**config.mk**
```make
export PLATFORM = sky130hd
export DESIGN_NAME = bch_15_7_double_error_decoder
export DESIGN_NICKNAME = d
export VERILOG_FILES = /design/src/bch_pkg.sv /design/src/bch_front.sv /design/src/bch_queue.sv /design/src/bch_back.sv /design/src/bch_15_7_double_error_decoder.sv
export SDC_FILE = /design/constraint.sdc
export NUM_CORES = 1
export LEC_CHECK = 0
export ABC_CLOCK_PERIOD_IN_PS = 6700
export BUFFER_PORTS_ARGS = -buffer_cell sky130_fd_sc_hd__clkbuf_2
export CAP_MARGIN = 20
export CORE_UTILIZATION = 45
export CTS_BUF_LIST = sky130_fd_sc_hd__clkbuf_2
export DETAILED_ROUTE_END_ITERATION = 16
export GPL_TIMING_DRIVEN = 0
export REMOVE_ABC_BUFFERS = 1
export SETUP_SLACK_MARGIN = 0.5
export SYNTH_ARGS = -nofsm -noshare
export SYNTH_HDL_FRONTEND = slang
export SYNTH_HIERARCHICAL = 1
export SYNTH_SLANG_ARGS = --single-unit
```
**constraint.sdc**
```tcl
create_clock -name clk -period 6.7 [get_ports clk]
set_input_delay 2.01 -clock clk [delete_from_list [all_inputs] [get_ports clk]]
set_output_delay 2.01 -clock clk [all_outputs]
set_load 0.01 [all_outputs]
```
**src/bch_pkg.sv**
```systemverilog
package bch_pkg;

    localparam int CODE_N  = 15;
    localparam int TOP_POS = 14;
    localparam int MSG_K   = 7;
    localparam logic [4:0] GF_POLY = 5'd19;

    typedef logic [3:0] gf_t;

    typedef enum logic [1:0] {
        CLS_CLEAN  = 2'd0,
        CLS_SINGLE = 2'd1,
        CLS_DOUBLE = 2'd2,
        CLS_FAIL   = 2'd3
    } cls_t;

    localparam logic [1:0] ST_CLEAN  = 2'd0;
    localparam logic [1:0] ST_ONE    = 2'd1;
    localparam logic [1:0] ST_TWO    = 2'd2;
    localparam logic [1:0] ST_UNCORR = 2'd3;

    typedef struct packed {
        logic [CODE_N-1:0] word;
        gf_t               s1;
        gf_t               sig2;
        cls_t              cls;
    } q_item_t;

    function automatic gf_t gf_mul(input gf_t a, input gf_t b);
        gf_t p;
        gf_t x;
        p = '0;
        x = a;
        for (int i = 0; i < 4; i++)
        begin
            if (b[i])
            begin
                p = p ^ x;
            end
            x = {x[2:0], 1'b0} ^ (x[3] ? GF_POLY[3:0] : 4'd0);
        end
        return p;
    endfunction

    // alpha^k, k in 0..CODE_N-1
    function automatic gf_t gf_pow(input int k);
        gf_t p;
        p = 4'd1;
        for (int i = 0; i < CODE_N; i++)
        begin
            if (i < k)
            begin
                p = gf_mul(p, 4'd2);
            end
        end
        return p;
    endfunction

    function automatic gf_t gf_inv(input gf_t a);
        gf_t r;
        case (a)
            4'd1:    r = 4'd1;
            4'd2:    r = 4'd9;
            4'd3:    r = 4'd14;
            4'd4:    r = 4'd13;
            4'd5:    r = 4'd11;
            4'd6:    r = 4'd7;
            4'd7:    r = 4'd6;
            4'd8:    r = 4'd15;
            4'd9:    r = 4'd2;
            4'd10:   r = 4'd12;
            4'd11:   r = 4'd5;
            4'd12:   r = 4'd10;
            4'd13:   r = 4'd4;
            4'd14:   r = 4'd3;
            4'd15:   r = 4'd8;
            default: r = 4'd0;
        endcase
        return r;
    endfunction

    function automatic logic [3:0] gf_log(input gf_t a);
        logic [3:0] r;
        case (a)
            4'd2:    r = 4'd1;
            4'd3:    r = 4'd4;
            4'd4:    r = 4'd2;
            4'd5:    r = 4'd8;
            4'd6:    r = 4'd5;
            4'd7:    r = 4'd10;
            4'd8:    r = 4'd3;
            4'd9:    r = 4'd14;
            4'd10:   r = 4'd9;
            4'd11:   r = 4'd7;
            4'd12:   r = 4'd6;
            4'd13:   r = 4'd13;
            4'd14:   r = 4'd11;
            4'd15:   r = 4'd12;
            default: r = 4'd0;
        endcase
        return r;
    endfunction

endpackage

```
**src/bch_front.sv**
```systemverilog
module bch_front
    import bch_pkg::*;
(
    input  logic              start,
    input  logic              full,
    input  logic [CODE_N-1:0] received_word,
    output logic              push,
    output q_item_t           item
);

    gf_t s1;
    gf_t s3;
    gf_t s1_cube;
    gf_t delta;

    always_comb
    begin
        s1 = '0;
        s3 = '0;
        for (int b = 0; b < CODE_N; b++)
        begin
            if (received_word[b])
            begin
                s1 = s1 ^ gf_pow(b);
                s3 = s3 ^ gf_pow((3 * b) % CODE_N);
            end
        end
    end

    assign s1_cube = gf_mul(gf_mul(s1, s1), s1);
    assign delta   = s3 ^ s1_cube;

    always_comb
    begin
        item.word = received_word;
        item.s1   = s1;
        item.sig2 = gf_mul(delta, gf_inv(s1));
        if (s1 == 4'd0 && s3 == 4'd0)
        begin
            item.cls = CLS_CLEAN;
        end
        else if (s1 == 4'd0)
        begin
            item.cls = CLS_FAIL;
        end
        else if (delta == 4'd0)
        begin
            item.cls = CLS_SINGLE;
        end
        else
        begin
            item.cls = CLS_DOUBLE;
        end
    end

    assign push = start && !full;

endmodule

```
**src/bch_queue.sv**
```systemverilog
module bch_queue
    import bch_pkg::*;
#(
    parameter int DEPTH = 2
)
(
    input  logic    clk,
    input  logic    rst_n,
    input  logic    push,
    input  q_item_t push_item,
    input  logic    pop,
    output q_item_t head,
    output logic    empty,
    output logic    full
);

    localparam int PW = (DEPTH > 1) ? $clog2(DEPTH) : 1;
    localparam int CW = $clog2(DEPTH + 1);

    q_item_t       mem [DEPTH];
    logic [PW-1:0] wr_ptr_reg, wr_ptr_next;
    logic [PW-1:0] rd_ptr_reg, rd_ptr_next;
    logic [CW-1:0] count_reg, count_next;

    assign empty = (count_reg == '0);
    assign full  = (count_reg == CW'(DEPTH));
    assign head  = mem[rd_ptr_reg];

    always_comb
    begin
        wr_ptr_next = wr_ptr_reg;
        rd_ptr_next = rd_ptr_reg;
        count_next  = count_reg;
        if (push)
        begin
            wr_ptr_next = (wr_ptr_reg == PW'(DEPTH - 1)) ? '0 : wr_ptr_reg + 1'b1;
        end
        if (pop)
        begin
            rd_ptr_next = (rd_ptr_reg == PW'(DEPTH - 1)) ? '0 : rd_ptr_reg + 1'b1;
        end
        if (push && !pop)
        begin
            count_next = count_reg + 1'b1;
        end
        else if (pop && !push)
        begin
            count_next = count_reg - 1'b1;
        end
    end

    always_ff @(posedge clk or negedge rst_n)
    begin
        if (!rst_n)
        begin
            wr_ptr_reg <= '0;
            rd_ptr_reg <= '0;
            count_reg  <= '0;
        end
        else
        begin
            wr_ptr_reg <= wr_ptr_next;
            rd_ptr_reg <= rd_ptr_next;
            count_reg  <= count_next;
        end
    end

    always_ff @(posedge clk)
    begin
        if (push)
        begin
            mem[wr_ptr_reg] <= push_item;
        end
    end

    a_no_overflow: assert property (@(posedge clk) disable iff (!rst_n)
        push |-> !full)
        else $error("queue written while full");

    a_no_underflow: assert property (@(posedge clk) disable iff (!rst_n)
        pop |-> !empty)
        else $error("queue read while empty");

    a_count_up: assert property (@(posedge clk) disable iff (!rst_n)
        (push && !pop) |=> count_reg == $past(count_reg) + 1'b1)
        else $error("queue count lost a push");

    a_ptr_gap: assert property (@(posedge clk) disable iff (!rst_n)
        (empty || full) |-> wr_ptr_reg == rd_ptr_reg)
        else $error("queue pointers out of step");

endmodule

```
**src/bch_back.sv**
```systemverilog
module bch_back
    import bch_pkg::*;
(
    input  logic             clk,
    input  logic             rst_n,
    input  logic             empty,
    input  q_item_t          head,
    output logic             pop,
    output logic             valid,
    output logic [MSG_K-1:0] message,
    output logic [1:0]       status
);

    logic [CODE_N-1:0] roots;
    logic [CODE_N-1:0] fixed;
    logic [3:0]        nroots;
    logic [1:0]        st;
    logic              valid_reg;
    logic [MSG_K-1:0]  message_reg, message_next;
    logic [1:0]        status_reg;

    // Chien search: locator at alpha^-j
    always_comb
    begin
        for (int j = 0; j < CODE_N; j++)
        begin
            roots[j] = ((4'd1
                ^ gf_mul(head.s1, gf_pow((CODE_N - j) % CODE_N))
                ^ gf_mul(head.sig2, gf_mul(gf_pow((CODE_N - j) % CODE_N),
                                           gf_pow((CODE_N - j) % CODE_N))))
                == 4'd0);
        end
    end

    assign nroots = 4'($countones(roots));

    always_comb
    begin
        fixed = head.word;
        st    = ST_CLEAN;
        case (head.cls)
            CLS_CLEAN:
            begin
                st = ST_CLEAN;
            end
            CLS_SINGLE:
            begin
                fixed = head.word ^ (CODE_N'(1) << gf_log(head.s1));
                st    = ST_ONE;
            end
            CLS_DOUBLE:
            begin
                fixed = head.word ^ roots;
                if (nroots == 4'd0)
                begin
                    st = ST_UNCORR;
                end
                else if (nroots > 4'd2)
                begin
                    st = ST_TWO;
                end
                else
                begin
                    st = nroots[1:0];
                end
            end
            default:
            begin
                st = ST_UNCORR;
            end
        endcase
    end

    assign message_next = fixed[TOP_POS -: MSG_K];
    assign pop          = !empty;

    always_ff @(posedge clk or negedge rst_n)
    begin
        if (!rst_n)
        begin
            valid_reg <= 1'b0;
        end
        else
        begin
            valid_reg <= pop;
        end
    end

    always_ff @(posedge clk)
    begin
        if (pop)
        begin
            message_reg <= message_next;
            status_reg  <= st;
        end
    end

    assign valid   = valid_reg;
    assign message = message_reg;
    assign status  = status_reg;

endmodule

```
**src/bch_15_7_double_error_decoder.sv**
```systemverilog
// BCH(15,7) double-error decoder, GF(16) with x^4+x+1.
// An accepted item is written into the queue, then popped into the output registers; valid is registered with them.
// One item per cycle while busy is low; the back end pops whenever the queue is not empty.
// busy rises only if the item queue fills, which the back end never allows when QUEUE_DEPTH is at least 2.
// rst_n (async, active low) empties the queue and clears valid.
module bch_15_7_double_error_decoder
    import bch_pkg::*;
#(
    parameter int QUEUE_DEPTH = 2
)
(
    input  logic              clk,
    input  logic              rst_n,
    input  logic              start,
    output logic              busy,
    input  logic [CODE_N-1:0] received_word,
    output logic              valid,
    output logic [MSG_K-1:0]  message,
    output logic [1:0]        status
);

    logic    push;
    logic    pop;
    logic    empty;
    logic    full;
    q_item_t push_item;
    q_item_t head;

    assign busy = full;

    bch_front u_front
    (
        .start         (start),
        .full          (full),
        .received_word (received_word),
        .push          (push),
        .item          (push_item)
    );

    bch_queue #(
        .DEPTH (QUEUE_DEPTH)
    ) u_queue
    (
        .clk       (clk),
        .rst_n     (rst_n),
        .push      (push),
        .push_item (push_item),
        .pop       (pop),
        .head      (head),
        .empty     (empty),
        .full      (full)
    );

    bch_back u_back
    (
        .clk     (clk),
        .rst_n   (rst_n),
        .empty   (empty),
        .head    (head),
        .pop     (pop),
        .valid   (valid),
        .message (message),
        .status  (status)
    );

endmodule
```
## Word level (Yosys, flattened, before mapping)

Memory sizes are Yosys's and may differ from the RTL's.
Cells that the tools add are included.

- Flip-flop bits (word level): 14
- Memory bits (writable): 50
- ROM bits: 128
- Input port bits: 18
- Memories kept: 3

Memory list:

| name | words | bits a word | read ports | clocked after memory_dff | write ports | RTL line | source |
|---|---|---|---|---|---|---|---|
| (name not given) | 16 | 4 | 1 | 0 | 0 | bch_pkg.sv:84 | `case (a)` |
| (name not given) | 16 | 4 | 1 | 0 | 0 | bch_pkg.sv:61 | `case (a)` |
| u_queue.mem | 2 | 25 | 1 | 0 | 1 | bch_queue.sv:20 | `q_item_t mem [DEPTH];` |

- $add $sub $neg: 18
- $lt $le $gt $ge: 1
- Equality and inequality tests: 3
- Shift-type cells: 1
- Multiplexer cells: 314
- Bitwise operators: 222
- Reductions and logical operators: 29

Operators with widths:

| cell | number |
|---|---|
| XOR 4 bit | 200 |
| two-way mux 4 bit | 168 |
| two-way mux 2 bit | 137 |
| zero test 4 bit | 19 |
| case mux 15 bit (2 select lines) | 1 |
| XOR 15 bit | 2 |
| NOT 1 bit | 17 |
| << shifter 1 x 4 -> 15 bit (first input constant) | 1 |
| adder 1 x 1 -> 2 bit | 7 |
| adder 2 x 2 -> 3 bit | 3 |
| adder 3 x 3 -> 4 bit | 2 |
| XOR 4 x 2 -> 4 bit | 2 |
| two-way mux 1 bit | 7 |
| case mux 2 bit (3 select lines) | 1 |
| adder 4 bit | 1 |
| equality test 2 bit (second input constant) | 2 |
| greater-than comparator 4 x 2 -> 1 bit (second input constant) | 1 |
| logical AND 1 bit | 4 |
| zero test 2 bit | 2 |
| XOR 1 x 4 -> 4 bit | 1 |
| adder 2 x 1 -> 3 bit | 1 |
| zero test 1 bit | 3 |
| adder 1 bit (second input constant) | 2 |
| adder 2 x 1 -> 2 bit (second input constant) | 1 |
| other kinds (3) | 3 |

## Depth between registers and ports, before layout

- Word-level depth: 67
- Depth in mapped cells: 24
- Depth with buffers taken out: 21

## Modules after synthesis

Netlist, hierarchy kept.

Modules (own cells, without submodules):

| module | times used | cells each | area each (µm²) | seq. area each (µm²) |
|---|---|---|---|---|
| bch_back | 1 | 263 | 2413.6 | 295.3 |
| bch_queue | 1 | 94 | 2092.0 | 1601.5 |
| bch_front | 1 | 259 | 1859.3 | 0.0 |

## Worst setup path before layout

No wires, ideal clock.

- Kind: input port to flip-flop
- Start point: input received_word[9]
- End point: memory u_queue/mem[0][4] (netlist name) (data pin)
- Data arrival time: 6204 ps
- Required time: 6433 ps
- Path slack: 229 ps
- Stages on the path: 19
- Path buffers: 5
- Cells stage by stage: xnor3_2 xnor3_2 inv_2 clkbuf_1 clkbuf_1 ha_1 clkbuf_1 mux2i_2 xor2_2 clkbuf_1 xnor2_1 ha_1 clkbuf_1 nor3_1 o21ai_0 o311ai_0 o2bb2ai_1 a41oi_1 xor2_1

RTL lines:

| element | RTL line | source |
|---|---|---|
| from (decl) | bch_15_7_double_error_decoder.sv:16 | `input logic [CODE_N-1:0] received_word,` |
| to (decl) | bch_queue.sv:20 |  |

==> flow_summary.json <==
{
  "wirelength_mm": 12.4,
  "antenna_found_initial": 0,
  "synthCells": 584,
  "grt_usage": 0.193,
  "cp_slowest_stage_delay_ns": 0.59,
  "worst-path-max-fanout": 18,
  "largest_reg_flops": 34,
  "drcViolationCount": 0,
  "insertion_delay_ns": 0.43,
  "fin_crit_sh": 0.896,
  "r2r_cells": 20,
  "drive_gt1_frac": 0.199,
  "drt-initial-drc-count": 216,
  "rr_startpoint": "u_queue/rd_ptr_reg$_DFFE_PN0P_",
  "cts-htree-levels": 2,
  "drv.max_cap_violation_count": 0,
  "crit_path_frequent_cell": "fa_1",
  "gr-total-overflow": 0,
  "maxSlewViolCount": 0,
  "fin_util": 0.495,
  "start_util": 0.468,
  "gp_congestion": 0.861,
  "path_cells": "buf_12 > mux2_4 > xnor2_4 > xnor2_1 > xnor2_1 > or3_1 > a22oi_1 > ha_1 > fa_1 > fa_1 > fa_1 > ha_1 > inv_1 > fa_1 > nand2b_1 > nor2b_1 > a21oi_1 > o31ai_2 > nand3_1 > a21o_1",
  "grt_start_max_net_pins": 28,
  "critPathArrivalTime_ns": 6.22,
  "cts_tree": "done",
  "hold_class": "register to register",
  "cts.clk_slew.worst_paths_ns": 0.27,
  "core_mm2": 0.0122,
  "max_slew_margin": 0.380,
  "cts.path.max_buffers": 2,
  "min_from": "u_queue/count_reg[1]$_DFFE_PN0P_",
  "dieArea_mm2": 0.0132,
  "clock-sinks": 48,
  "r2r_slack_ns": 0.70,
  "setup.worst_path.start": "u_queue/rd_ptr_reg$_DFFE_PN0P_",
  "crit_end": "u_back/status[1]$_DFFE_PN_",
  "end_kind": "register",
  "drt-pass1-iter-count": 4,
  "required_ns": 6.92,
  "grt_pass1_vias": 4151,
  "r2r_end": "u_back/status[1]$_DFFE_PN_",
  "finalCriticalPeriod_ns": 6.00,
  "dieWidth_um": 115,
  "hpwlAfterDp_mm": 8.91,
  "die_h_um": 115,
  "status": "complete, no violations",
  "syn_area_mm2": 0.00572,
  "rsz0062_at_grt": "false",
  "hold_viol": 0,
  "cts_root_buf": "clkbuf_2",
  "tightest_slew_ns": 0.926,
  "rows": 40,
  "ios": 29,
  "nets": 630,
  "fin_skew_ns": 0.0521,
  "startpoint_type": "register",
  "synth_warnings": 6,
  "avgSynthCellArea_um2": 9.79,
  "cts_buffers": 5,
  "max_clock_freq_ghz": 0.167,
  "critPathKind": "register to register",
  "setup_viol": 0,
  "portBuffers": 28,
  "area_growth_pct": 5.84,
  "ant_nets": 0,
  "grt_pass1_wl_mm": 20.4,
  "critPathSlowestCell": "dfrtp_4",
  "insertedDiodeCount": 0,
  "vias": 4314,
  "wire_per_inst_um": 16.5,
  "vias_per_cell": 5.74,
  "fillCellCount": 1195
}
## layout by cell type, fill, tap and decap left out, drive strengths merged, types with 5 or more instances in the layout
master,count
or3,15
and2,5
a22oi,7
nor2b,6
xor3,8
o21ai,23
nand2,33
nand4,5
inv,23
dfrtp,5
nand2b,9
mux2,18
fa,10
clkbuf,33
buf,13
xor2,40
mux2i,8
nand3,27
nor2,34
nor3,20
o22ai,8
ha,20
xnor3,8
edfxtp,43
xnor2,60
a21oi,36
a211oi,8
## through the flow
stage / cell area (um^2) / hold slack (ns) / instances / worst slack (ns) / setup TNS (ns)
after detailed placement: 5750 / 0.496 / 731 / -0.630 / -3.23
after global placement: 5740 / 0.471 / 730 / -1.15 / -8.15
final: 6050 / 0.525 / 751 / 0.697 / 0
after floorplan: 5390 / 0.455 / 534 / 0.0166 / 0
after CTS: 5930 / 0.533 / 742 / 0.553 / 0
after global routing: 6050 / 0.548 / 751 / 0.497 / 0
## routing by layer
layer  share of wire  up-vias  track usage
li1                -     2091            -
met1            0.46     2106        0.259
met2            0.50      105        0.338
met3           0.037       12       0.0206
met4           0.012        0       0.0390
met5               0        -            0
## layout make-up
cell class | instances | area, um^2 | share of cell area
well taps | 168 | 210 | 0.0347
multi-input cells | 463 | 3970 | 0.656
clock inverters | 3 | 68.8 | 0.0114
repair buffers | 41 | 258 | 0.0426
flip-flops and latches | 48 | 1420 | 0.235
clock buffers | 5 | 25.0 | 0.00414
inverters | 23 | 101 | 0.0168
## critical path, delay by kind of cell, from the launching register on
| kind | cells | cell delay (ns) |
|---|---|---|
| fa+ha+maj | 6 | 2.40 |
| compound gates | 4 | 0.78 |
| flops | 1 | 0.59 |
| mux | 1 | 0.42 |
| simple gates | 4 | 0.77 |
| buf+inv | 2 | 0.22 |
| xor+xnor | 3 | 0.60 |
## worst min-delay path by stage
stage	end	cells after the start	slack [ns]
2_1_floorplan	u_queue/wr_ptr_reg$_DFFE_PN0P_	1	0.46
3_3_place_gp	u_queue/count_reg[1]$_DFFE_PN0P_	1	0.47
3_5_place_dp	u_queue/count_reg[1]$_DFFE_PN0P_	1	0.50
4_1_cts	u_queue/count_reg[1]$_DFFE_PN0P_	1	0.53
5_1_grt	u_queue/count_reg[1]$_DFFE_PN0P_	1	0.55
6_report	u_queue/count_reg[1]$_DFFE_PN0P_	1	0.52
## repair_timing
action,4_1_cts,5_1_grt
resized for setup,10,12
endpoints found under the setup margin,8,6
hold buffers,0,0
setup buffers,3,8
pin swaps,1,0
Power is not shown: default switching activity piles up to over one toggle a cycle in this logic, so the estimate is an artifact.
